`config.mk`:
```
export PLATFORM = sky130hd
export DESIGN_NAME = hsc_queue
export DESIGN_NICKNAME = d
export VERILOG_FILES = /design/src/hdl/hsc_pkg.sv /design/src/hdl/hsc_queue.sv
export SDC_FILE = /design/constraint.sdc
export NUM_CORES = 1
export LEC_CHECK = 0
export BUFFER_PORTS_ARGS = -buffer_cell sky130_fd_sc_hd__buf_2
export CAP_MARGIN = 10
export CORE_MARGIN = 8
export CORE_UTILIZATION = 50
export CTS_CLUSTER_SIZE = 28
export DETAILED_ROUTE_END_ITERATION = 6
export HOLD_SLACK_MARGIN = 0.1
export PLACE_DENSITY = 0.82
export SLEW_MARGIN = 5
export SYNTH_ARGS = -nofsm -noshare
export SYNTH_HDL_FRONTEND = slang
export SYNTH_SLANG_ARGS = --single-unit
```
`constraint.sdc`:
```
create_clock -name aclk -period 3.07 [get_ports aclk]
set_input_delay 0 -clock aclk [delete_from_list [all_inputs] [get_ports aclk]]
set_output_delay 0 -clock aclk [all_outputs]
set_load 0.005 [all_outputs]
```
`src/hdl/hsc_pkg.sv`:
```
// Shared constants and types of the heightmap slope classifier.
// No dependencies; every other file imports this package.
package hsc_pkg;

    localparam int MAX_COLS    = 128;
    localparam int COL_W       = $clog2(MAX_COLS);
    localparam int ROW_W       = 16;
    localparam int HGT_W       = 16;
    localparam int GCOLS_W     = 8;
    localparam int THR_W       = 16;
    localparam int DIFF_W      = HGT_W + 1;
    localparam int MAG_W       = 16;
    localparam int CLS_W       = 2;
    localparam int CFG_IDX_W   = 2;
    localparam int CFG_DATA_W  = 16;
    localparam int QUEUE_DEPTH = 4;
    localparam int QPTR_W      = $clog2(QUEUE_DEPTH);

    localparam logic [CFG_IDX_W-1:0] REG_GRID_ROWS   = 2'd0;
    localparam logic [CFG_IDX_W-1:0] REG_GRID_COLS   = 2'd1;
    localparam logic [CFG_IDX_W-1:0] REG_STEEP_THR   = 2'd2;
    localparam logic [CFG_IDX_W-1:0] REG_MODERATE_THR = 2'd3;

    localparam logic [ROW_W-1:0]   RST_GRID_ROWS    = 16'd100;
    localparam logic [GCOLS_W-1:0] RST_GRID_COLS    = 8'd100;
    localparam logic [THR_W-1:0]   RST_STEEP_THR    = 16'd204;
    localparam logic [THR_W-1:0]   RST_MODERATE_THR = 16'd128;

    localparam logic [CLS_W-1:0] CLS_FLAT     = 2'd0;
    localparam logic [CLS_W-1:0] CLS_MODERATE = 2'd1;
    localparam logic [CLS_W-1:0] CLS_STEEP    = 2'd2;

    typedef struct packed {
        logic [ROW_W-1:0]  row;
        logic [COL_W-1:0]  col;
        logic [DIFF_W-1:0] dx;
        logic [DIFF_W-1:0] dz;
        logic              interior;
        logic              end_grid;
        logic              last;
    } slope_job_t;

endpackage

```
`src/hdl/hsc_queue.sv`:
```
// Small job queue between the front end and the slope unit.
// Depends on hsc_pkg.
module hsc_queue import hsc_pkg::*; (
    input  logic       aclk,
    input  logic       aresetn,
    input  logic       push,
    input  slope_job_t din,
    output logic       full,
    input  logic       pop,
    output slope_job_t dout,
    output logic       empty
);

    slope_job_t         slot_reg [QUEUE_DEPTH];
    logic [QPTR_W-1:0]  wr_ptr_reg, rd_ptr_reg;
    logic [QPTR_W:0]    count_reg;

    assign full  = (count_reg == (QPTR_W+1)'(QUEUE_DEPTH));
    assign empty = (count_reg == '0);
    assign dout  = slot_reg[rd_ptr_reg];

    always_ff @(posedge aclk) begin
        if (push) begin
            slot_reg[wr_ptr_reg] <= din;
        end
    end

    always_ff @(posedge aclk) begin
        if (!aresetn) begin
            wr_ptr_reg <= '0;
            rd_ptr_reg <= '0;
            count_reg  <= '0;
        end else begin
            if (push) begin
                wr_ptr_reg <= wr_ptr_reg + QPTR_W'(1);
            end
            if (pop) begin
                rd_ptr_reg <= rd_ptr_reg + QPTR_W'(1);
            end
            if (push && !pop) begin
                count_reg <= count_reg + (QPTR_W+1)'(1);
            end else if (pop && !push) begin
                count_reg <= count_reg - (QPTR_W+1)'(1);
            end
        end
    end

endmodule

```
* Word-level counts from Yosys, hierarchy flattened
Memories as Yosys holds them, arrays and structs flattened. A register that Yosys moved wholly into a read port is not among the register bits. Index checks and enable logic that the tools add are counted.
Operators by class: $add $sub $neg 4, equality and inequality tests 1, muxes and demuxes 6, reduce and logical (&&, ||, !) cells 6
Operator list (count):
- two-way mux 3 bit | 2
- adder 2 x 1 -> 2 bit (second input constant) | 2
- two-way mux 2 bit | 2
- adder 3 x 1 -> 3 bit (second input constant) | 1
- equality test 3 bit (second input constant) | 1
- logical NOT 3 bit | 1
- subtractor 3 x 1 -> 3 bit (second input constant) | 1
- logical AND 1 bit | 2
- logical NOT 1 bit | 2
- two-way mux 1 bit | 2
- nonzero test 2 bit | 1
Storage, ports and cells: register bits after elaboration 7, RAM bits 240, input port bits 64, output and inout port bits 62, logic and storage cells 21, memories 1
Memories:
- slot_reg | words 4, width 60, read ports 1, clocked after Yosys merged registers in 1, wr ports 1, RTL line hsc_queue.sv:14 | slope_job_t slot_reg [QUEUE_DEPTH];

* Longest topological paths before layout
Gate-level depths: netlist of the first run.
depth after elaboration 4, mapped depth 7, depth with buffers taken out 7

* Least setup slack after synthesis of the first run
OpenSTA, ideal clock, no wires.
kind flip-flop to flip-flop, start point register wr_ptr_reg[0], end point memory slot_reg[2][0] in the netlist's numbering, enable pin, setup time 0.424 ns, data arrival time 1.957 ns, required time 2.646 ns, path slack 0.689 ns, cell stages (with the launch flop) 4, path buffers 0, period minus slack after synthesis 2.381 ns, path through dfxtp_1 -> inv_1 -> ha_1 -> and2_1
RTL lines:
- start: declaration | RTL line hsc_queue.sv:15 | logic [QPTR_W-1:0] wr_ptr_reg, rd_ptr_reg;
- start signal: assignment | RTL line hsc_queue.sv:35 | wr_ptr_reg <= wr_ptr_reg + QPTR_W'(1);
- end: declaration | RTL line hsc_queue.sv:14
Straight into the memory's write port.

==> results of run 1 <==
[cells by family (layout without fill, tap and decap cells)]
logic type	count (synthesis)	after routing	synth area share [%]
AOI/OAI and AO/OA	2	2	0.1364
and+or+nand+nor	15	15	0.9961
DFF	249	249	80.57
adders and majority gates	6	6	0.9007
muxes	62	62	14.96
xor gates and xnor gates	5	5	0.4777
buffers and inverters	18	236	1.965
[synth_stat cells]
cell type    n
a21boi_0     1
and2_1       9
buf_1        1
buf_12       6
buf_2        6
buf_6        1
dfxtp_1      9
edfxtp_1   240
fa_1         1
ha_1         5
inv_1        4
mux2i_1      2
mux4_2      60
nand2_1      1
nor2b_1      2
nor3_1       1
nor3b_1      1
o21ai_0      1
or3_1        1
xnor2_1      2
xor2_1       3
[worst register-to-register path, delay by kind of cell, from the launching register on]
family / cells / cell delay (ns)
adder cells (fa/ha/maj): 1 / 0.16
AND/OR/NAND/NOR: 1 / 0.73
flip-flops: 1 / 0.35
buffers and inverters: 1 / 0.09
[through the flow]
step                setup slack [ns]  std cells  instance area, um^2  hold slack [ns]  total power [mW]
global placement               1.254        698                 9953           0.2089             4.664
floorplan                     0.6893        357                 9169          0.09887             4.421
finish                        0.7873        804                11360           0.2402             7.555
CTS                           0.6837        804                11360           0.2154             7.633
detailed placement             1.243        698                 9953           0.2164             4.698
global route                  0.6062        804                11360           0.2410             7.804
[where the power goes]
group / switching, mW / internal [mW]
Sequential: 0.0922 / 3.90
Combinational: 0.302 / 0.375
Clock: 1.17 / 1.71
[how the worst max path moves through the flow]
stage | to | slack, ns
2_1_floorplan | slot_reg[2][0] | 0.69
3_3_place_gp | dout[54] | 1.25
3_5_place_dp | dout[4] | 1.24
4_1_cts | dout[4] | 0.68
5_1_grt | dout[32] | 0.61
6_report | dout[54] | 0.79
[per-layer routing]
layer	GRT usage, %	vias up
li1	-	1916
met1	17.87	2239
met2	26.84	121
met3	3.794	24
met4	3.810	0
met5	0	-
[final cells by class]
class	count	area, um^2
flip-flops and latches	249	7395
fillers	1201	6600
multi-input cells	90	1612
repair buffers	189	1276
clock buffers	32	671.9
well taps	229	286.5
clock inverters	11	107.6
inverters	4	15.01
==> flow_summary.toml, run 1 <==
[worst_setup_path]
crit_cells = 3
reg2reg_from = "wr_ptr_reg[0]"
path_cells = "buf_12 -> mux4_2 -> buf_2"
critPathArrivalTime_ns = 2.28
rrSetupSlack_ns = 1.28
r2r_end = "slot_reg[0][46]"
crit_path_top_delay_cell = "dfxtp_4"
crit_path_end_kind = "output pin"
cp_max_fo = 37
slowest_delay_ns = 0.67
critPathKind = "reg2out"
critPathTopFamily = "flip-flops"
ff2ff_path_depth = 3
start_kind = "flop"
critPathBufInv = 2
required_ns = 3.07

[job]
max_cap_viol_count = 0

[cts]
cts_tree = "yes"
hold_buffers = 63
cts_buffers = 25
clkSinkCount = 249
path_clk_slew_ns = 0.06
htree_num_levels = 1
post_cts_resized = 0
cts_buffer_depth = 3
cts_setup_buffers = 0
root_buffer = "clkbuf_16"
clock_latency_ns = 0.50

[power]
vdd_ir_drop_max_uv = 471.5
p_leak_nw = 3.895
p_per_area_mw_per_mm2 = 664.9

[layout]
final_core_util_pct = 63.26
antenna_cells = 0
layout_commonest_cell = "edfxtp_1"
largest_register_ffs = 240
drive_gt1_share_pct = 39.48
finalNetCount = 629
final_cell_mix = "240 x edfxtp_1, 125 x buf_2, 63 x dlygate4sd3_1, 60 x mux4_2, 25 x clkbuf_16"
area_growth_pct = 23.94

[routing]
wl_met3_um = 1082
drt_first_iter_violations = 229
vias = 4300
wl_met2_um = 9092
met1_length_um = 6684
ant_nets = 0
drc = 0
wl_per_cell_um = 21.34
routed.top_layer = "met4"
vias_per_cell = 5.348
first_pass_iters = 4
wl_um = 17160

[floorplanning]
die_x_um = 151.4
start_util_pct = 51.04
dieArea_mm2 = 0.02293
num_rows = 49
fp.dieH_um = 151.4
io_pins = 126
core_area_mm2 = 0.01796

[synthesis]
syn_nets = 427
ys_seq_area_share_pct = 80.57
synth.avg_cell_area_um2 = 25.68
netlist_area_mm2 = 0.009169
yosysWarningCount = 0
synthTopCellsByArea = "edfxtp_1 79%, mux4_2 15%, dfxtp_1 2.0%, buf_12 1.3%, ha_1 0.68%"
ys_ff_latch = 249
synthCells = 357
yosysTopAreaCell = "edfxtp_1"
yosys.area.top_type_share_pct = 78.60
ys_types = 21

[sta]
setup_tns_ns = 0
slew_headroom_pct = 37.14
drv_slew = 0
layout_min_cycle_time_ns = 2.283
max_freq_mhz = 438.1
skew_ns = 0.01133
rsz0062_at_grt = "false"
hold_viol = 0
setup_viol = 0
worstMarginPinSlew_ns = 0.9429
fin_crit_sh_pct = 74.36

[placed_design]
portBuffers = 125
gp_congestion = 0.6701
dp_hpwl_um = 9726

[global_route]
track_usage_pct = 15.05
grt_max_degree = 61
grt_pass1_wl_um = 26450
gr-total-overflow = 0
grt_pass1_vias = 4935
antenna_found_initial = 0

[min_path]
min_from = "din[34]"
min_path_type = "in2reg"
hold_depth = 2
min_to = "slot_reg[0][34]"

[status]
status = "completed"
No activity file was read; power rests on OpenSTA's default activity.
==> inputs of run 2 (changes only) <==
Settings changed: ABC_AREA set to 1, PLACE_DENSITY 0.82 to 0.84.
Clock period 3.07 ns to 2 ns, I/O delays scaled along.
==> run 2 against run 1 <==
Compared with the run above: routed wire length increased by 25%; cell count is 36% higher; total power up 62%; worst setup slack lost 0.64 ns; critical path depth grew 1; sequential share of layout area fell by 4.0 points; critical endpoint is now dout[16]; die area up 3.3%; clock-buffer cell count up 2; flip-flop and latch count unchanged; clock power is 74% higher; synthesized area increased by 3.7%.
==> flow_summary.toml, run 2 <==
[synthesis]
ys_types = 21
synthTopCellsByCount = "240 x edfxtp_1, 105 x nor2_1, 86 x o21ai_0"
netlist_area_mm2 = 0.009507
yosysTopAreaCell = "edfxtp_1"
synthMostInstantiatedCell = "edfxtp_1"
async_reset_ff_share_pct = 0
synth_edf_count = 240
ys_ff_latch = 249
synth.avg_cell_area_um2 = 14.90
synthTopCellsByArea = "edfxtp_1 76%, o21ai_0 4.5%, nor2_1 4.1%, o22ai_1 2.6%, o22ai_2 2.6%"
syn_nets = 708
synthCells = 638
yosysWarningCount = 0
ys_seq_area_share_pct = 77.70
yosys.area.top_type_share_pct = 75.81
ys.flop_type = "edfxtp_1"

[global_route]
grt_use_met1_pct = 21.01
grt_pass1_vias = 6096
antenna_found_initial = 0
track_usage_pct = 17.17
grt.busiest_layer = "met2"
met3_usage_pct = 3.812
gr-usage-met2_pct = 30.59
grt_pass1_wl_um = 32560
gr-total-overflow = 0
grt_max_degree = 121

[floorplanning]
io_pins = 126
fp.dieH_um = 153.9
die_x_um = 153.9
core_area_mm2 = 0.01871
dieArea_mm2 = 0.02368
num_rows = 50
start_util_pct = 50.82

[power]
p_per_area_mw_per_mm2 = 1011
vdd_ir_drop_max_uv = 711.8
p_leak_nw = 4.310

[status]
status = "completed"

[sta]
fin_crit_sh_pct = 92.71
max_freq_mhz = 539.3
slew_headroom_pct = 71.08
hold_viol = 0
setup_tns_ns = 0
fin_hold_ws_ns = 0.2346
skew_ns = 0.01265
worstMarginPinSlew_ns = 0.4328
drv_slew = 0
layout_min_cycle_time_ns = 1.854
setup_viol = 0
rsz0062_at_grt = "false"

[routing]
first_pass_iters = 5
wl_per_cell_um = 19.62
ant_nets = 0
wl_um = 21410
vias = 5969
vias_per_cell = 5.471
drc = 0
drt_first_iter_violations = 380

[cts]
htree_num_levels = 1
root_buffer = "clkbuf_16"
cts_buffer_depth = 3
clkSinkCount = 249
clock_latency_ns = 0.52
path_clk_slew_ns = 0.06
cts_tree = "yes"
cts_buffers = 26

[min_path]
min_path_type = "in2reg"

[worst_setup_path]
start_kind = "flop"
required_ns = 2.00
critPathArrivalTime_ns = 1.85
rrSetupSlack_ns = 0.32
crit_path_end_kind = "output pin"
cp_max_fo = 60
critPathKind = "reg2out"

[layout]
largest_register_ffs = 240
finalNetCount = 906
final_cell_mix = "240 x edfxtp_1, 125 x buf_2, 105 x nor2_1, 86 x o21ai_0, 64 x dlygate4sd3_1"
layout.cells.non_filler = 1091
area_growth_pct = 27.24
fill_cells = 1298
layout_commonest_cell = "edfxtp_1"
drive_gt1_share_pct = 27.22

[placed_design]
dp_hpwl_um = 12290
portBuffers = 125
gp_congestion = 0.7063
placed_cells = 977

[job]
max_cap_viol_count = 0
## run 2: worst paths after layout
path                                     from  cells past startpoint              end
worst max-delay path                     flop                      4         dout[16]
worst min-delay path                  din[55]                      2  slot_reg[1][55]
worst min register to register  rd_ptr_reg[1]                      1             flop
worst max register to register  wr_ptr_reg[1]                      5  slot_reg[1][45]
## run 2: routing by layer
metal | share of wire, % | up-vias
met5 | 0 | -
met4 | 1.6 | 0
met3 | 6.8 | 28
met2 | 52 | 183
met1 | 40 | 2958
li1 | - | 2800
## run 2: metrics by stage
step	setup slack [ns]	area [um^2]	total power [mW]	utilization [%]
floorplan	0.05496	9522	6.698	-
global placement	0.3408	10500	7.172	56.12
detailed placement	0.3012	10500	7.217	56.12
CTS	0.006557	12060	12.31	64.45
global route	0.06358	12090	12.65	64.66
finish	0.1457	12100	12.24	64.67
## run 2: logic make-up (layout without fill, tap and decap cells)
family	Yosys count	count (layout)	synth area share [%]
buf+inv	55	273	3.277
flops	249	249	77.70
simple gates	138	138	6.041
compound gates	190	190	12.11
fa+ha+maj	6	6	0.8687
other cells	0	1	0
## run 2: power breakdown
part           switching [mW]  internal [mW]
logic                   0.702          0.501
registers              0.0640           5.96
clock network            1.89           3.12
total                    2.66           9.58
## run 2: area by class of cell
class	instances	area (um^2)	area share, %
diodes	1	2.502	0.02069
clock buffers	34	742.0	6.134
clock inverters	14	176.4	1.458
inverters	17	86.33	0.7137
multi-input cells	334	1808	14.95
flip-flops and latches	249	7392	61.11
well taps	234	292.8	2.420
repair buffers	208	1597	13.20
## run 2: timing repair
action	in CTS	in global routing
gates resized for setup	0	3
hold buffers	64	0
hold endpoints to repair	249	0
setup endpoints to repair	0	23
setup buffers	0	0
## run 2: critical path, cell delays in order, from the launching register on
cell and delay, ns:
dfxtp_4 0.42, buf_16 0.27, o21ai_0 0.17, o22ai_1 0.27, buf_2 0.18
==> inputs of run 3 (changes only) <==
Settings changed: CORE_UTILIZATION 50 to 35, PLACE_DENSITY 0.84 to not set, PLACE_DENSITY_LB_ADDON set to 0.08.
==> run 3 against run 2 <==
Compared with the run above: design area increased by 0.29%; core utilization decreased by 19 points; critical path type unchanged; combinational power about the same; flip-flop and latch count unchanged; via count decreased by 3.3%; critical endpoint is now dout[8].
==> flow_summary.toml, run 3 (same netlist as run 2, synthesis figures left out) <==
[routing]
drt_first_iter_violations = 331
first_pass_iters = 4
drc = 0
wl_um = 22270
vias = 5772
wl_per_cell_um = 18.56
ant_nets = 0
vias_per_cell = 4.810

[sta]
fin_hold_ws_ns = 0.2296
setup_viol = 0
setup_tns_ns = 0
hold_viol = 0
skew_ns = 0.01050
worstMarginPinSlew_ns = 0.4887
drv_slew = 0
rsz0062_at_grt = "false"
max_freq_mhz = 530.3
slew_headroom_pct = 67.35
layout_min_cycle_time_ns = 1.886
fin_crit_sh_pct = 94.28
setup_slack_ns = 0.1144

[worst_setup_path]
cp_max_fo = 94
start_kind = "flop"
critPathKind = "reg2out"
required_ns = 2.00
crit_path_end_kind = "output pin"
critPathArrivalTime_ns = 1.89

[placed_design]
dp_hpwl_um = 13010
pre_cts_ws_ns = 0.3087
placed_area_mm2 = 0.01064
gp_congestion = 0.6893
portBuffers = 125

[cts]
htree_num_levels = 1
root_buffer = "clkbuf_16"
clkSinkCount = 249
cts_tree = "yes"
cts_buffers = 27
cts_buffer_depth = 3
path_clk_slew_ns = 0.06
cts_setup_buffers = 0
clock_latency_ns = 0.51

[floorplanning]
fp.dieH_um = 180.8
core_area_mm2 = 0.02680
die_x_um = 180.8
num_rows = 60
io_pins = 126
dieArea_mm2 = 0.03269
start_util_pct = 35.47

[layout]
area_growth_pct = 27.61
layout_commonest_cell = "edfxtp_1"
fill_cells = 2373
fin_area_mm2 = 0.01213
final_core_util_pct = 45.27
largest_register_ffs = 240
finalNetCount = 908
final_cell_mix = "240 x edfxtp_1, 125 x buf_2, 105 x nor2_1, 86 x o21ai_0, 63 x dlygate4sd3_1"
drive_gt1_share_pct = 26.81

[global_route]
gr-total-overflow = 0
grt_pass1_wl_um = 34680
antenna_found_initial = 3
track_usage_pct = 13.32
grt_pass1_vias = 6183
grt_max_degree = 95

[min_path]
min_path_type = "in2reg"

[status]
status = "completed"

[job]
max_cap_viol_count = 0

[power]
p_per_area_mw_per_mm2 = 984.1
vdd_ir_drop_max_uv = 648.2
p_leak_nw = 4.264
[run 3: what timing repair did]
action,4_1_cts,5_1_grt
resized for setup,0,2
endpoints found under the hold margin,249,0
endpoints found under the setup margin,0,11
hold buffers,63,0
[run 3: where the power goes]
part	leakage [nW]	total (mW)	switching [mW]	internal, mW
Clock	0.413	4.73	1.88	2.85
Sequential	2.28	6.01	0.0581	5.96
Combinational	1.57	1.19	0.704	0.489
Total	4.26	11.9	2.64	9.30
[run 3: cell type report]
cell class                      count  area, um^2  area share (%)
Sequential cell                   249        7392           60.93
Inverter                           17       83.83          0.6910
Tap cell                          341       426.7           3.517
Multi-Input combinational cell    334        1808           14.90
Timing Repair Buffer              209        1572           12.95
Clock buffer                       34       701.9           5.786
Clock inverter                     15       145.1           1.196
Antenna cell                        1       2.502         0.02063
[run 3: per-stage QoR]
| step | power, mW | cells |
|---|---|---|
| 3_5_place_dp | 7.251 | 1087 |
| 3_3_place_gp | 7.225 | 1087 |
| 4_1_cts | 12.12 | 1199 |
| 5_1_grt | 12.44 | 1200 |
| 2_1_floorplan | 6.698 | 638 |
| 6_report | 11.94 | 1200 |
[run 3: final timing paths]
path / cells after the start / slack, ns / startpoint / endpoint
max: 4 / 0.11 / flop / dout[8]
min: 2 / 0.23 / din[35] / slot_reg[2][35]
max reg2reg: 4 / 0.35 / wr_ptr_reg[0] / slot_reg[3][47]
min reg2reg: 1 / 0.45 / rd_ptr_reg[1] / flop
[run 3: worst max-delay path, stage by stage (launching register included)]
cell     delay [ns]
dfxtp_4        0.39
buf_16         0.32
o21ai_0        0.15
o22ai_1        0.30
buf_2          0.18
[run 3: layer usage]
layer	track usage [%]	share of wire [%]	vias to the layer above
met4	3.075	1.7	4
met5	0	0.12	-
met3	3.330	4.8	31
li1	-	-	2796
met1	16.40	45	2826
met2	23.22	49	115
