<file path="config.mk">
export PLATFORM = sky130hd
export DESIGN_NAME = hsc_back
export DESIGN_NICKNAME = d
export VERILOG_FILES = /design/src/hdl/hsc_pkg.sv /design/src/hdl/hsc_back.sv
export SDC_FILE = /design/constraint.sdc
export NUM_CORES = 1
export LEC_CHECK = 0
export BUFFER_PORTS_ARGS = -buffer_cell sky130_fd_sc_hd__buf_4
export CAP_MARGIN = 20
export CORE_MARGIN = 4
export CORE_UTILIZATION = 30
export DETAILED_ROUTE_END_ITERATION = 16
export GPL_TIMING_DRIVEN = 0
export SETUP_SLACK_MARGIN = 0.02
export SYNTH_ARGS = -nofsm -noshare
export SYNTH_HDL_FRONTEND = slang
export SYNTH_SLANG_ARGS = --single-unit
</file>
<file path="constraint.sdc">
create_clock -name aclk -period 12.7 [get_ports aclk]
set_clock_uncertainty 0.15 [all_clocks]
set_input_delay 1.905 -clock aclk [delete_from_list [all_inputs] [get_ports aclk]]
set_output_delay 1.905 -clock aclk [all_outputs]
set_load 0.02 [all_outputs]
</file>
<file path="src/hdl/hsc_pkg.sv">
// Shared constants and types of the heightmap slope classifier.
// No dependencies; every other file imports this package.
package hsc_pkg;

    localparam int MAX_COLS    = 128;
    localparam int COL_W       = $clog2(MAX_COLS);
    localparam int ROW_W       = 16;
    localparam int HGT_W       = 16;
    localparam int GCOLS_W     = 8;
    localparam int THR_W       = 16;
    localparam int DIFF_W      = HGT_W + 1;
    localparam int MAG_W       = 16;
    localparam int CLS_W       = 2;
    localparam int CFG_IDX_W   = 2;
    localparam int CFG_DATA_W  = 16;
    localparam int QUEUE_DEPTH = 4;
    localparam int QPTR_W      = $clog2(QUEUE_DEPTH);

    localparam logic [CFG_IDX_W-1:0] REG_GRID_ROWS   = 2'd0;
    localparam logic [CFG_IDX_W-1:0] REG_GRID_COLS   = 2'd1;
    localparam logic [CFG_IDX_W-1:0] REG_STEEP_THR   = 2'd2;
    localparam logic [CFG_IDX_W-1:0] REG_MODERATE_THR = 2'd3;

    localparam logic [ROW_W-1:0]   RST_GRID_ROWS    = 16'd100;
    localparam logic [GCOLS_W-1:0] RST_GRID_COLS    = 8'd100;
    localparam logic [THR_W-1:0]   RST_STEEP_THR    = 16'd204;
    localparam logic [THR_W-1:0]   RST_MODERATE_THR = 16'd128;

    localparam logic [CLS_W-1:0] CLS_FLAT     = 2'd0;
    localparam logic [CLS_W-1:0] CLS_MODERATE = 2'd1;
    localparam logic [CLS_W-1:0] CLS_STEEP    = 2'd2;

    typedef struct packed {
        logic [ROW_W-1:0]  row;
        logic [COL_W-1:0]  col;
        logic [DIFF_W-1:0] dx;
        logic [DIFF_W-1:0] dz;
        logic              interior;
        logic              end_grid;
        logic              last;
    } slope_job_t;

endpackage

</file>
<file path="src/hdl/hsc_back.sv">
// Slope unit: squares the differences, takes the square root one bit a cycle, classifies.
// Depends on hsc_pkg.
module hsc_back import hsc_pkg::*; (
    input  logic               aclk,
    input  logic               aresetn,
    input  logic               q_empty,
    input  slope_job_t         q_data,
    output logic               q_pop,
    input  logic [THR_W-1:0]   steep_threshold,
    input  logic [THR_W-1:0]   moderate_threshold,
    output logic               m_valid,
    input  logic               m_ready,
    output logic [ROW_W-1:0]   m_cell_row,
    output logic [COL_W-1:0]   m_cell_col,
    output logic [MAG_W-1:0]   m_slope_mag,
    output logic [CLS_W-1:0]   m_steepness,
    output logic               m_last_of_run,
    output logic               m_end_of_grid
);

    localparam logic [2:0] B_IDLE = 3'd0;
    localparam logic [2:0] B_SQX  = 3'd1;
    localparam logic [2:0] B_SQZ  = 3'd2;
    localparam logic [2:0] B_ROOT = 3'd3;
    localparam logic [2:0] B_OUT  = 3'd4;

    localparam int SUM_W  = 34;
    localparam int ROOT_W = 17;
    localparam int REM_W  = 20;

    logic [2:0]        state_reg, state_next;
    slope_job_t        job_reg;
    logic [31:0]       sq_reg;
    logic [SUM_W-1:0]  acc_reg;
    logic [REM_W-1:0]  rem_reg;
    logic [ROOT_W-1:0] root_reg;
    logic [4:0]        iter_reg;
    logic [MAG_W-1:0]  mag_reg;

    logic [DIFF_W-1:0] ax_full, az_full;
    logic [15:0]       ax, az;
    logic [31:0]       az_sq;
    logic [REM_W-1:0]  rem_sh, trial;
    logic              ge;
    logic [ROOT_W-1:0] root_nx;

    assign ax_full = job_reg.dx[DIFF_W-1] ? (~job_reg.dx + DIFF_W'(1)) : job_reg.dx;
    assign az_full = job_reg.dz[DIFF_W-1] ? (~job_reg.dz + DIFF_W'(1)) : job_reg.dz;
    assign ax      = ax_full[15:0];
    assign az      = az_full[15:0];
    assign az_sq   = az * az;

    assign rem_sh  = {rem_reg[REM_W-3:0], acc_reg[SUM_W-1:SUM_W-2]};
    assign trial   = {1'b0, root_reg, 2'b01};
    assign ge      = rem_sh >= trial;
    assign root_nx = {root_reg[ROOT_W-2:0], ge};

    assign q_pop = (state_reg == B_IDLE) && !q_empty;

    always_comb begin
        state_next = state_reg;
        unique case (state_reg)
            B_IDLE: begin
                if (!q_empty) begin
                    state_next = q_data.interior ? B_SQX : B_OUT;
                end
            end
            B_SQX:  state_next = B_SQZ;
            B_SQZ:  state_next = B_ROOT;
            B_ROOT: begin
                if (iter_reg == 5'(ROOT_W - 1)) begin
                    state_next = B_OUT;
                end
            end
            B_OUT: begin
                if (m_ready) begin
                    state_next = B_IDLE;
                end
            end
            default: state_next = B_IDLE;
        endcase
    end

    always_ff @(posedge aclk) begin
        if (!aresetn) begin
            state_reg <= B_IDLE;
        end else begin
            state_reg <= state_next;
        end
    end

    always_ff @(posedge aclk) begin
        case (state_reg)
            B_IDLE: begin
                job_reg <= q_data;
                mag_reg <= '0;
            end
            B_SQX: begin
                sq_reg <= ax * ax;
            end
            B_SQZ: begin
                acc_reg  <= SUM_W'(sq_reg) + SUM_W'(az_sq);
                rem_reg  <= '0;
                root_reg <= '0;
                iter_reg <= '0;
            end
            B_ROOT: begin
                acc_reg  <= {acc_reg[SUM_W-3:0], 2'b00};
                rem_reg  <= ge ? (rem_sh - trial) : rem_sh;
                root_reg <= root_nx;
                iter_reg <= iter_reg + 5'd1;
                if (iter_reg == 5'(ROOT_W - 1)) begin
                    mag_reg <= root_nx[ROOT_W-1:1];
                end
            end
            default: begin
            end
        endcase
    end

    assign m_valid       = (state_reg == B_OUT);
    assign m_cell_row    = job_reg.row;
    assign m_cell_col    = job_reg.col;
    assign m_slope_mag   = mag_reg;
    assign m_last_of_run = job_reg.last;
    assign m_end_of_grid = job_reg.end_grid;
    assign m_steepness   = (mag_reg > steep_threshold)    ? CLS_STEEP :
                           (mag_reg > moderate_threshold) ? CLS_MODERATE : CLS_FLAT;

endmodule

</file>
Word-level counts from Yosys, hierarchy flattened
Cells that the tools add are included.
Cells by class
  add/sub/neg operators: 5
  multipliers: 2
  div/mod/pow operators: 0
  $lt $le $gt $ge: 3
  equal/unequal tests: 8
  shifts and indexed selects: 0
  mux-type cells: 16
  bitwise gates (word level): 2
  reductions and logical operators: 7
Operator list (number)
  case mux 34 bit (2 select lines): 1
  multiplier 16 x 16 -> 32 bit: 2
  two-way mux 16 bit: 3
  case mux 18 bit (2 select lines): 1
  case mux 17 bit (2 select lines): 1
  adder 32 x 32 -> 33 bit: 1
  adder 16 x 1 -> 16 bit, second input constant: 2
  greater-than comparator 16 bit: 2
  NOT 16 bit: 2
  case mux 16 bit (2 select lines): 1
  >= comparator 20 x 19 -> 1 bit: 1
  two-way mux 18 bit: 1
  subtractor 18 bit: 1
  case mux 3 bit (5 select lines): 1
  two-way mux 3 bit: 4
  case mux 5 bit (2 select lines): 1
  equality test 3 x 2 -> 1 bit, second input constant: 2
  adder 5 x 1 -> 5 bit, second input constant: 1
  equality test 5 bit, second input constant: 1
  != test 2 bit, second input constant: 2
  nonzero test 2 bit: 2
  equality test 3 x 1 -> 1 bit, second input constant: 1
  equality test 3 bit, second input constant: 1
  zero test 3 bit: 1
  7 further kinds: 7
Storage, ports and cells
  bits in registers: 184
  latch bits: 0
  memory bits (writable): 0
  memory bits (read-only): 0
  input bits: 96
  output and inout bits: 45
  logic and storage cells: 56
  memories: 0

Logic depth before layout (Yosys ltp)
Gate-level depths: netlist of the first run.
  depth in word-level cells: 6
  mapped depth: 32

Worst setup path after synthesis of the first run
No wires, ideal clock.
  path type: register to register
  from: register job_reg[3] (netlist name)
  to: register acc_reg[32], data pin
  library setup time: 0.264 ns
  arrival time: 7.849 ns
  setup slack: 4.436 ns
  stages on the path, launching flop included: 32
  path buffers: 3
  clock period less this slack: 8.264 ns
  path through: edfxtp_1 -> clkbuf_1 -> clkinv_1 -> ha_1 -> nand2b_1 -> or4b_2 -> o41ai_1 -> xor2_1 -> inv_1 -> clkbuf_1 -> nand2_1 -> inv_1 -> fa_1 -> inv_1 -> fa_1 -> fa_1 -> inv_1 -> fa_1 -> fa_1 -> inv_1 -> fa_1 -> inv_1 -> ha_1 -> clkbuf_1 -> and3_1 -> and2_1 -> a221o_1 -> a21o_1 -> o211a_1 -> a31oi_1 -> xnor2_1 -> o21ai_1
On the way
  longest elaborated chain between the ends: 6
RTL lines
  start, declared: RTL line hsc_back.sv:32  | slope_job_t job_reg;
  start signal, assigned: RTL line hsc_back.sv:95  | job_reg <= q_data;
  NOT 16 bit: RTL line hsc_back.sv:48  | assign az_full = job_reg.dz[DIFF_W-1] ? (~job_reg.dz + DIFF_W'(1)) : job_reg.dz;
  adder 16 x 1 -> 16 bit: RTL line hsc_back.sv:48
  two-way mux 16 bit (*): RTL line hsc_back.sv:48
  multiplier 16 x 16 -> 32 bit (*): RTL line hsc_back.sv:51  | assign az_sq = az * az;
  adder 32 x 32 -> 33 bit (*): RTL line hsc_back.sv:102  | acc_reg <= SUM_W'(sq_reg) + SUM_W'(az_sq);
  case mux 34 bit (2 select lines) (*): RTL line hsc_back.sv:93  | case (state_reg)
  end signal, assigned: RTL line hsc_back.sv:102
  end signal, assigned: RTL line hsc_back.sv:108  | acc_reg <= {acc_reg[SUM_W-3:0], 2'b00};
  end, declared: RTL line hsc_back.sv:34  | logic [SUM_W-1:0] acc_reg;
Mark *: on every way between the ends. The rest lies on a longest branch, timed or not.
A chain may end at the register's enable or synchronous reset.

Worst setup path after layout of the first run
  from: register job_reg[20] (netlist name)
  to: register sq_reg[26], data pin
On the way
  longest elaborated chain between the ends: 4
RTL lines
  NOT 16 bit: RTL line hsc_back.sv:47  | assign ax_full = job_reg.dx[DIFF_W-1] ? (~job_reg.dx + DIFF_W'(1)) : job_reg.dx;
  adder 16 x 1 -> 16 bit: RTL line hsc_back.sv:47
  two-way mux 16 bit (*): RTL line hsc_back.sv:47
  multiplier 16 x 16 -> 32 bit (*): RTL line hsc_back.sv:99  | sq_reg <= ax * ax;
  end signal, assigned: RTL line hsc_back.sv:99
  end, declared: RTL line hsc_back.sv:33  | logic [31:0] sq_reg;
Marked as above.

==> metrics.md, run 1 <==
| Metric | Value |
|---|---|
| Clock root buffer master | clkbuf_16 |
| Crit path largest cell delay | 0.93 ns |
| Vias per std cell | 4.53 |
| Clk slew on worst S/H paths | 0.08 ns |
| Chip height | 293 µm |
| Die Width | 293 µm |
| Synthesized flop and latch total | 183 |
| TritonCTS buffer count | 17 |
| RSZ-0062 raised after global routing | false |
| Ratio of cells with drive above 1 in the final layout | 0.0882 |
| Worst Path Arrival | 10.48 ns |
| GRT overflow | 0 |
| HPWL Detailed | 47400 µm |
| Cell count after synthesis | 2557 |
| Ant diodes | 0 |
| Die footprint | 86000 µm² |
| Status | finished clean |
| IO Pins | 141 |
| Synth warn | 0 |
| Via count | 17234 |
| Crit. End Element | flip-flop |
| DRT Pass-1 Iters | 5 |
| # port buffers | 140 |
| Largest net degree at the start of global routing | 33 |
| R2R setup slack | 2.28 ns |
| Max Cap Violations | 0 |
| Area Overhead vs Synth | 13.2% |
| Worst Tran Pin Value | 1.15 ns |
| Post-synthesis sequential area ratio | 0.224 |
| CTS tree | built |
| Post-route antenna net violation count | 0 |
| Worst setup path category | flip-flop to flip-flop |
| CP Data Required Time | 12.76 ns |
| Post-CTS Hold Fix Bufs | 0 |
| Mean Syn Cell Area | 9.55 µm² |
| Syn_nets | 3263 |
| CP endpoint | sq_reg[26]$_DFFE_PP_ |
| Clk sinks | 183 |
| CTS H-Tree Depth | 4 |
| Clock Tree Buf Depth | 2 |
| R2R depth | 29 |
| Worst-Skew Late Latency | 0.48 ns |
| Synthesized area | 24400 µm² |
| Final #Nets | 3436 |
| Final period util | 0.820 |
| Postcts setup bufs | 0 |
| Post-synth EDFFs | 180 |
| Crit path launch type | flip-flop |
| GRT Total Usage | 0.136 |
| Initial drt markers | 840 |
| Max-slew violations | 0 |
| Drt wl/cell | 14.8 µm |
| Capture point of the worst reg-to-reg path | sq_reg[26]$_DFFE_PP_ |
| Hold Crit Class | flip-flop to flip-flop |
| First-pass GRT wire length | 93600 µm |
| Worst hold slack | 0.349 ns |
| Fin Setup TNS | 0 ns |
| Synth unique cells | 73 |
| Setup crit start | job_reg[20]$_DFFE_PP_ |
| Final setup violation count | 0 |
| Min Clock Period, post-route | 10.42 ns |
| Final hold vios | 0 |
| Asr flop ratio synth | 0 |
| Final setup margin | 2.28 ns |
| Fmax | 0.0960 GHz |
| Crit Path Max Fanout | 10 |
| Vias in the first global route | 18169 |
| Setup Slack @ Placement | 2.29 ns |
| Crit-path slowest cell | xor2_1 |
| FF-to-FF Start | job_reg[20]$_DFFE_PP_ |
| Post-CTS Resized | 0 |
| Routability Congestion | 0.850 |
| Slew margin rel. | 0.232 |
| Drt total wl | 56400 µm |
| Initial Util | 0.303 |
| Main synth FF type | edfxtp_1 |
| DRC Markers | 0 |
| Core area | 80500 µm² |
| Site row count | 104 |
| Initial antenna violation count | 0 |
## layer usage
layer	routed length, µm	up-vias	GRT usage
met3	1760	61	0.0209
met5	0	-	0
met4	1060	0	0.0336
met2	28600	255	0.238
met1	25000	8560	0.177
li1	-	8358	-
## cell type report
type	instances	area [µm²]
Fill cell	8221	52900
Multi-Input combinational cell	1631	16100
Sequential cell	183	5470
Inverter	668	2510
Tap cell	1060	1330
Timing Repair Buffer	154	1210
Clock buffer	17	425
Buffer	75	375
Clock inverter	15	224
## cell usage after synthesis, types with 11 or more instances
cell type	instances	area, µm²
clkbuf_1	47	176
nor2_1	227	852
a21oi_1	96	480
fa_1	358	7170
a21o_1	48	360
buf_4	24	180
o21a_1	21	158
o31ai_1	13	97.6
ha_1	252	3150
nand3_1	19	95.1
edfxtp_1	180	5410
nor3_1	19	95.1
nand2_1	205	769
nor2b_1	13	81.3
inv_1	655	2460
nand4_1	16	100
clkinv_1	11	41.3
a31oi_1	13	81.3
xor2_1	54	473
nand2b_1	12	75.1
xnor2_1	59	517
o21ai_0	68	340
mux2i_1	13	130
## cell usage in the layout, fill, tap and decap left out, drive strengths merged, types with 21 or more instances in the layout
cell	netlist	routed
inv	657	663
fa	358	358
ha	252	252
nor2	227	227
nand2	205	205
buf	28	182
edfxtp	180	180
a21oi	96	96
o21ai	70	70
clkbuf	47	64
xnor2	60	60
xor2	54	54
a21o	48	48
o21a	21	21
## worst max-delay path, delay by kind of cell (launching register included)
| family | cells | cell delay (ns) |
|---|---|---|
| simple gates | 5 | 1.13 |
| flops | 1 | 0.44 |
| fa+ha+maj | 8 | 3.53 |
| compound gates | 6 | 1.87 |
| buf+inv | 9 | 2.07 |
| xor+xnor | 1 | 0.93 |
## cell families after synthesis
group,count (synthesis),synth area share
compound gates,330,0.0882
xor+xnor,114,0.0412
fa+ha+maj,610,0.423
buf+inv,743,0.118
flops,183,0.224
mux,14,0.00579
other cells,1,0.000154
simple gates,562,0.0999
## per-stage QoR
step           std cells  cell area, µm²  utilization
2_1_floorplan       2557           24400            -
3_3_place_gp        3757           26800        0.333
3_5_place_dp        3768           27000        0.335
4_1_cts             3800           27600        0.343
5_1_grt             3803           27600        0.343
6_report            3803           27600        0.343
## how the worst min path moves through the flow
stage / slack [ns] / depth (start not counted) / startpoint / end
after floorplan: 0.27 / 0 / job_reg[20]$_DFFE_PP_ / sq_reg[0]$_DFFE_PP_
after global placement: 0.35 / 0 / job_reg[20]$_DFFE_PP_ / sq_reg[0]$_DFFE_PP_
after detailed placement: 0.35 / 2 / acc_reg[1]$_SDFFCE_PP0P_ / acc_reg[3]$_DFFE_PP_
after CTS: 0.36 / 2 / acc_reg[1]$_SDFFCE_PP0P_ / acc_reg[3]$_DFFE_PP_
after global routing: 0.40 / 2 / acc_reg[1]$_SDFFCE_PP0P_ / acc_reg[3]$_DFFE_PP_
final: 0.35 / 2 / acc_reg[1]$_SDFFCE_PP0P_ / acc_reg[3]$_DFFE_PP_
Power of run 1 is not shown: default switching activity piles up to over one toggle a cycle in this logic, so the estimate is an artifact.
==> run 2, diff against run 1 <==
clock period = 9.57 ns   (was 12.7 ns; I/O delays follow)
==> run 2 against run 1 <==
  * Via count fell by 0.15%
  * Die area did not move
  * Fmax rose by 16%
  * Cell count rose by 0.18%
  * Register-to-register slack got worse by 1.7 ns
  * Worst setup slack got worse by 1.7 ns
  * Non-clock buffer count rose by 7
  * Critical path depth rose by 1
==> metrics.md, run 2 (synthesized netlist as in run 1, its figures left out) <==
| Metric | Value |
|---|---|
| Area Overhead vs Synth | 14.1% |
| # port buffers | 140 (unchanged) |
| HPWL Detailed | 47400 µm (unchanged) |
| Chip height | 293 µm (unchanged) |
| Capture point of the worst reg-to-reg path | acc_reg[32]$_DFFE_PP_ |
| Worst setup path category | flip-flop to flip-flop |
| IO Pins | 141 (unchanged) |
| CTS tree | built |
| Post-CTS Hold Fix Bufs | 0 (unchanged) |
| Die Width | 293 µm (unchanged) |
| Ant diodes | 0 (unchanged) |
| CP Data Required Time | 9.62 ns (-3.14 ns) |
| Min Clock Period, post-route | 9.02 ns (-1.40 ns) |
| Worst Path Arrival | 9.07 ns (-1.41 ns) |
| Initial antenna violation count | 0 (unchanged) |
| Clock Tree Buf Depth | 2 (unchanged) |
| Fillers | 8214 (-0.085%) |
| Post-route antenna net violation count | 0 (unchanged) |
| Largest net degree at the start of global routing | 33 (unchanged) |
| GRT overflow | 0 (unchanged) |
| Initial drt markers | 882 (+5.0%) |
| Site row count | 104 (unchanged) |
| WHS Endpoint | acc_reg[3]$_DFFE_PP_ |
| Final hold vios | 0 (unchanged) |
| FF-to-FF Start | job_reg[3]$_DFFE_PP_ |
| Max-slew violations | 0 (unchanged) |
| Hold Path Depth | 2 (unchanged) |
| Area of the multi-input gates | 16200 µm² (+0.86%) |
| Status | finished clean |
| Most frequent cells in the layout | inv_1 (652), fa_1 (358), ha_1 (252) |
| CTS H-Tree Depth | 4 (unchanged) |
| Die footprint | 86000 µm² (unchanged) |
| Core area | 80500 µm² (unchanged) |
| Final setup violation count | 0 (unchanged) |
| Final core utilization | 0.346 (+0.00289) |
| Setup Slack @ Placement | -0.843 ns (-3.13 ns) |
| Clock root buffer master | clkbuf_16 |
| Final period util | 0.942 (+0.122) |
| Ratio of cells with drive above 1 in the final layout | 0.102 (+0.0136) |
| Drt wl/cell | 14.8 µm (about the same) |
| Register area | 5470 µm² (unchanged) |
| Crit. End Element | flip-flop |
| Fmax | 0.111 GHz (+16%) |
| Crit Path Max Fanout | 10 (unchanged) |
| DRC Markers | 0 (unchanged) |
| CP dominant cell by count | fa_1 |
| Initial Util | 0.303 (unchanged) |
| Hold Crit Class | flip-flop to flip-flop |
| Vias per std cell | 4.52 (-0.33%) |
| Crit-path slowest cell | or4b_2 |
| RSZ-0062 raised after global routing | false |
| Max Cap Violations | 0 (unchanged) |
| Via count | 17209 (-0.15%) |
| Crit path largest cell delay | 0.73 ns (-0.20 ns) |
| Slew margin rel. | 0.276 (+0.0439) |
| DRT Pass-1 Iters | 6 (+1) |
| Worst Tran Pin Value | 1.08 ns (-0.0656 ns) |
| Crit path launch type | flip-flop |
| R2R depth | 30 (+3.4%) |
| Fin Setup TNS | 0 ns (unchanged) |
| TritonCTS buffer count | 17 (unchanged) |
| Final #Nets | 3443 (+0.20%) |
| Routability Congestion | 0.850 (unchanged) |
| First-pass GRT wire length | 93800 µm (+0.19%) |
| R2R setup slack | 0.55 ns (-1.73 ns) |
| GRT Total Usage | 0.136 (+0.000326) |
| Worst hold slack | 0.354 ns (+0.00492 ns) |
| Hold_sp | acc_reg[1]$_SDFFCE_PP0P_ |
| Worst-Skew Late Latency | 0.48 ns (about the same) |
| Clk sinks | 183 (unchanged) |
| Clk slew on worst S/H paths | 0.08 ns (about the same) |
| Vias in the first global route | 18214 (+0.25%) |
| Commonest non-fill, non-tap cell in the layout | inv_1 |
| Final setup margin | 0.553 ns (-1.73 ns) |
| Drt total wl | 56500 µm (+0.21%) |
run 2: final cells by class:
cell class,count,area share
Inverter,668,0.0909
Buffer,71,0.0130
Clock inverter,15,0.00804
Tap cell,1060,0.0476
Clock buffer,17,0.0153
Sequential cell,183,0.196
Multi-Input combinational cell,1631,0.582
Timing Repair Buffer,165,0.0466
run 2: how the worst max path moves through the flow:
stage | from | to | slack [ns] | cells after the start
finish | job_reg[3]$_DFFE_PP_ | acc_reg[32]$_DFFE_PP_ | 0.55 | 30
global route | job_reg[20]$_DFFE_PP_ | sq_reg[30]$_DFFE_PP_ | 0.10 | 27
CTS | job_reg[3]$_DFFE_PP_ | acc_reg[32]$_DFFE_PP_ | 0.04 | 30
detailed placement | job_reg[20]$_DFFE_PP_ | sq_reg[26]$_DFFE_PP_ | -0.84 | 29
global placement | job_reg[20]$_DFFE_PP_ | sq_reg[26]$_DFFE_PP_ | -0.86 | 29
floorplan | job_reg[3]$_DFFE_PP_ | acc_reg[32]$_DFFE_PP_ | 1.31 | 31
run 2: per-layer routing:
metal  share of wire  GRT usage  up-vias  routed length (µm)
li1                -          -     8360                   -
met1            0.44      0.178     8483               24700
met2            0.51      0.238      305               28600
met3           0.038     0.0203       61                2120
met4           0.020     0.0340        0                1110
met5               0          0        -                   0
run 2: stage by stage:
step	instance area (µm²)	cells
CTS	27700	3802
finish	27900	3810
global route	27900	3810
global placement	26800	3757
detailed placement	27000	3768
floorplan	24400	2557
run 2: worst max-delay path, delay by kind of cell (launching register included):
family / cells / cell delay (ns)
adder cells (fa/ha/maj): 8 / 3.52
flip-flops: 1 / 0.47
XOR/XNOR: 2 / 0.56
AND/OR/NAND/NOR: 5 / 1.41
buffers and inverters: 9 / 1.15
AO/OA/AOI/OAI: 6 / 1.47
run 2: timing repair:
action	in CTS	in global routing
pin swaps	3	1
resized for setup	12	19
setup buffers	3	11
setup endpoints to repair	27	22
Power of run 2 is left out for the same reason.
==> run 3, diff against run 2 <==
CORE_UTILIZATION = 59   (was 30)
CTS_BUF_LIST = sky130_fd_sc_hd__clkbuf_2 sky130_fd_sc_hd__clkbuf_4 sky130_fd_sc_hd__clkbuf_8   (was unset)
MAX_ROUTING_LAYER = met4   (was unset)
PLACE_DENSITY = 0.81   (was unset)
==> run 3 against run 2 <==
  * Fmax shrank 2.9%
  * Sequential cell count is the same
  * Via count grew 6.1%
  * First-iteration DRC count grew 57%
  * Cell area shrank 3.2%
  * Die area shrank 48%
==> metrics.md, run 3 (synthesized netlist as in run 1, its figures left out) <==
| Metric | Value |
|---|---|
| Final period util | 0.970 (+0.0281) |
| Crit. End Element | flip-flop |
| Final setup violation count | 0 (unchanged) |
| Placed inst area | 26300 µm² (-2.5%) |
| Hold_sp | acc_reg[31]$_DFFE_PP_ |
| CP Data Required Time | 9.68 ns (+0.06 ns) |
| Clock Tree Buf Depth | 2 (unchanged) |
| Initial drt markers | 1383 (+57%) |
| Crit-path slowest cell | or4b_2 |
| # port buffers | 140 (unchanged) |
| HPWL Detailed | 46800 µm (-1.3%) |
| Fmax | 0.108 GHz (-2.9%) |
| Worst Tran Pin Value | 1.05 ns (-0.0347 ns) |
| CP dominant cell by count | fa_1 |
| Slew margin rel. | 0.299 (+0.0232) |
| Drt wl/cell | 17.2 µm (+16%) |
| IO Pins | 141 (unchanged) |
| Commonest non-fill, non-tap cell in the layout | inv_1 |
| Worst setup path category | flip-flop to flip-flop |
| Worst Path Arrival | 9.39 ns (+0.32 ns) |
| Routability Congestion | 0.937 (+10%) |
| Capture point of the worst reg-to-reg path | acc_reg[32]$_DFFE_PP_ |
| Drt total wl | 56300 µm (-0.41%) |
| Via count | 18251 (+6.1%) |
| Placed Cells | 3238 (-14%) |
| Post-route antenna net violation count | 0 (unchanged) |
| RSZ-0062 raised after global routing | false |
| FF-to-FF Start | job_reg[3]$_DFFE_PP_ |
| Initial Util | 0.598 (+0.295) |
| Worst path depth | 30 (unchanged) |
| Area Overhead vs Synth | 10.5% |
| Clk slew on worst S/H paths | 0.11 ns (+0.03 ns) |
| Max Cap Violations | 0 (unchanged) |
| TritonCTS buffer count | 17 (unchanged) |
| Vias in the first global route | 19384 (+6.4%) |
| DRC Markers | 0 (unchanged) |
| Fin area | 27000 µm² (-3.2%) |
| Largest net degree at the start of global routing | 35 (+6.1%) |
| WHS Endpoint | acc_reg[33]$_SDFFCE_PN0P_ |
| Vias per std cell | 5.56 (+23%) |
| Clock root buffer master | clkbuf_8 |
| Hold Path Depth | 1 (-1) |
| R2R depth | 30 (unchanged) |
| Crit path launch type | flip-flop |
| Core area | 40800 µm² (-49%) |
| Initial antenna violation count | 0 (unchanged) |
| GRT Total Usage | 0.266 (+0.130) |
| Die Width | 211 µm (-28%) |
| Ant diodes | 0 (unchanged) |
| Site row count | 74 (-29%) |
| Min Clock Period, post-route | 9.29 ns (+0.269 ns) |
| Ratio of cells with drive above 1 in the final layout | 0.100 (-0.00149) |
| Status | finished clean |
| Cell family with most CP delay | adder cells |
| R2R setup slack | 0.28 ns (-0.27 ns) |
| Die footprint | 44700 µm² (-48%) |
| Final #Nets | 3444 (+0.029%) |
| First-pass GRT wire length | 92500 µm (-1.4%) |
| Chip height | 211 µm (-28%) |
| Clk sinks | 183 (unchanged) |
| Crit Path Max Fanout | 10 (unchanged) |
| Most frequent cells in the layout | inv_1 (653), fa_1 (358), ha_1 (252) |
| CTS tree | built |
| Post-CTS Hold Fix Bufs | 0 (unchanged) |
| Worst-Skew Late Latency | 0.53 ns (+0.05 ns) |
| Final setup margin | 0.284 ns (-0.269 ns) |
| GRT overflow | 0 (unchanged) |
| CTS H-Tree Depth | 4 (unchanged) |
| Crit path largest cell delay | 0.74 ns (about the same) |
| Final hold vios | 0 (unchanged) |
| CP Buf/Inv Count | 9 (unchanged) |
| Setup Slack @ Placement | -0.539 ns (+0.304 ns) |
| Max-slew violations | 0 (unchanged) |
| Final Non-Filler Cells | 3283 (-14%) |
| DRT Pass-1 Iters | 7 (+1) |
| Hold Crit Class | flip-flop to flip-flop |
## run 3: cell types whose count changed in the layout (fill, tap and decap cells not counted), sizes merged
| cell | previous run | this run |
|---|---|---|
| bufinv | 1 | 2 |
| clkinvlp | 7 | 5 |
| clkinv | 14 | 15 |
| clkbuf | 60 | 61 |
## run 3: layer usage
| metal | GRT usage | vias up | part of all wire |
|---|---|---|---|
| met5 | - | - | 0 |
| met4 | 0.0804 | 0 | 0.025 |
| met3 | 0.0427 | 132 | 0.066 |
| met2 | 0.456 | 620 | 0.52 |
| met1 | 0.328 | 9145 | 0.39 |
| li1 | - | 8354 | - |
## run 3: through the flow
step	hold WS [ns]	util	setup TNS, ns
6_report	0.382	0.661	0
2_1_floorplan	0.274	-	0
3_3_place_gp	0.342	0.640	-2.99
5_1_grt	0.412	0.661	0
4_1_cts	0.390	0.656	0
3_5_place_dp	0.350	0.644	-5.98
## run 3: worst max-delay path by stage
stage / slack (ns) / from / end
final: 0.28 / job_reg[3]$_DFFE_PP_ / acc_reg[32]$_DFFE_PP_
after global routing: 0.02 / job_reg[3]$_DFFE_PP_ / acc_reg[32]$_DFFE_PP_
after CTS: 0.005 / job_reg[20]$_DFFE_PP_ / sq_reg[26]$_DFFE_PP_
after detailed placement: -0.54 / job_reg[20]$_DFFE_PP_ / sq_reg[26]$_DFFE_PP_
after global placement: -0.39 / job_reg[20]$_DFFE_PP_ / sq_reg[26]$_DFFE_PP_
after floorplan: 1.31 / job_reg[3]$_DFFE_PP_ / acc_reg[32]$_DFFE_PP_
## run 3: worst register-to-register path: cells and delay by family (launching register included)
family / cells / cell delay [ns]
AOI/OAI and AO/OA: 6 / 1.50
xor gates and xnor gates: 2 / 0.61
adders and majority gates: 8 / 3.56
buffers and inverters: 9 / 1.27
DFF: 1 / 0.51
and+or+nand+nor: 5 / 1.42
## run 3: cell type report
| class | count | area (µm²) |
|---|---|---|
| sequential | 183 | 5470 |
| tap | 532 | 666 |
| clock inverter | 15 | 205 |
| buffer | 72 | 368 |
| inverter | 668 | 2520 |
| clock buffer | 17 | 234 |
| timing repair buffer | 165 | 1300 |
| fill | 3112 | 13900 |
| multi-input combinational | 1631 | 16200 |
## run 3: what timing repair did
item	CTS	global route
buffers inserted	3	13
setup endpoints to repair	26	22
endpoints found under the hold margin	0	0
gates cloned	0	0
gates resized for setup	10	18
pin swaps	3	2
Power of run 3 is left out for the same reason.
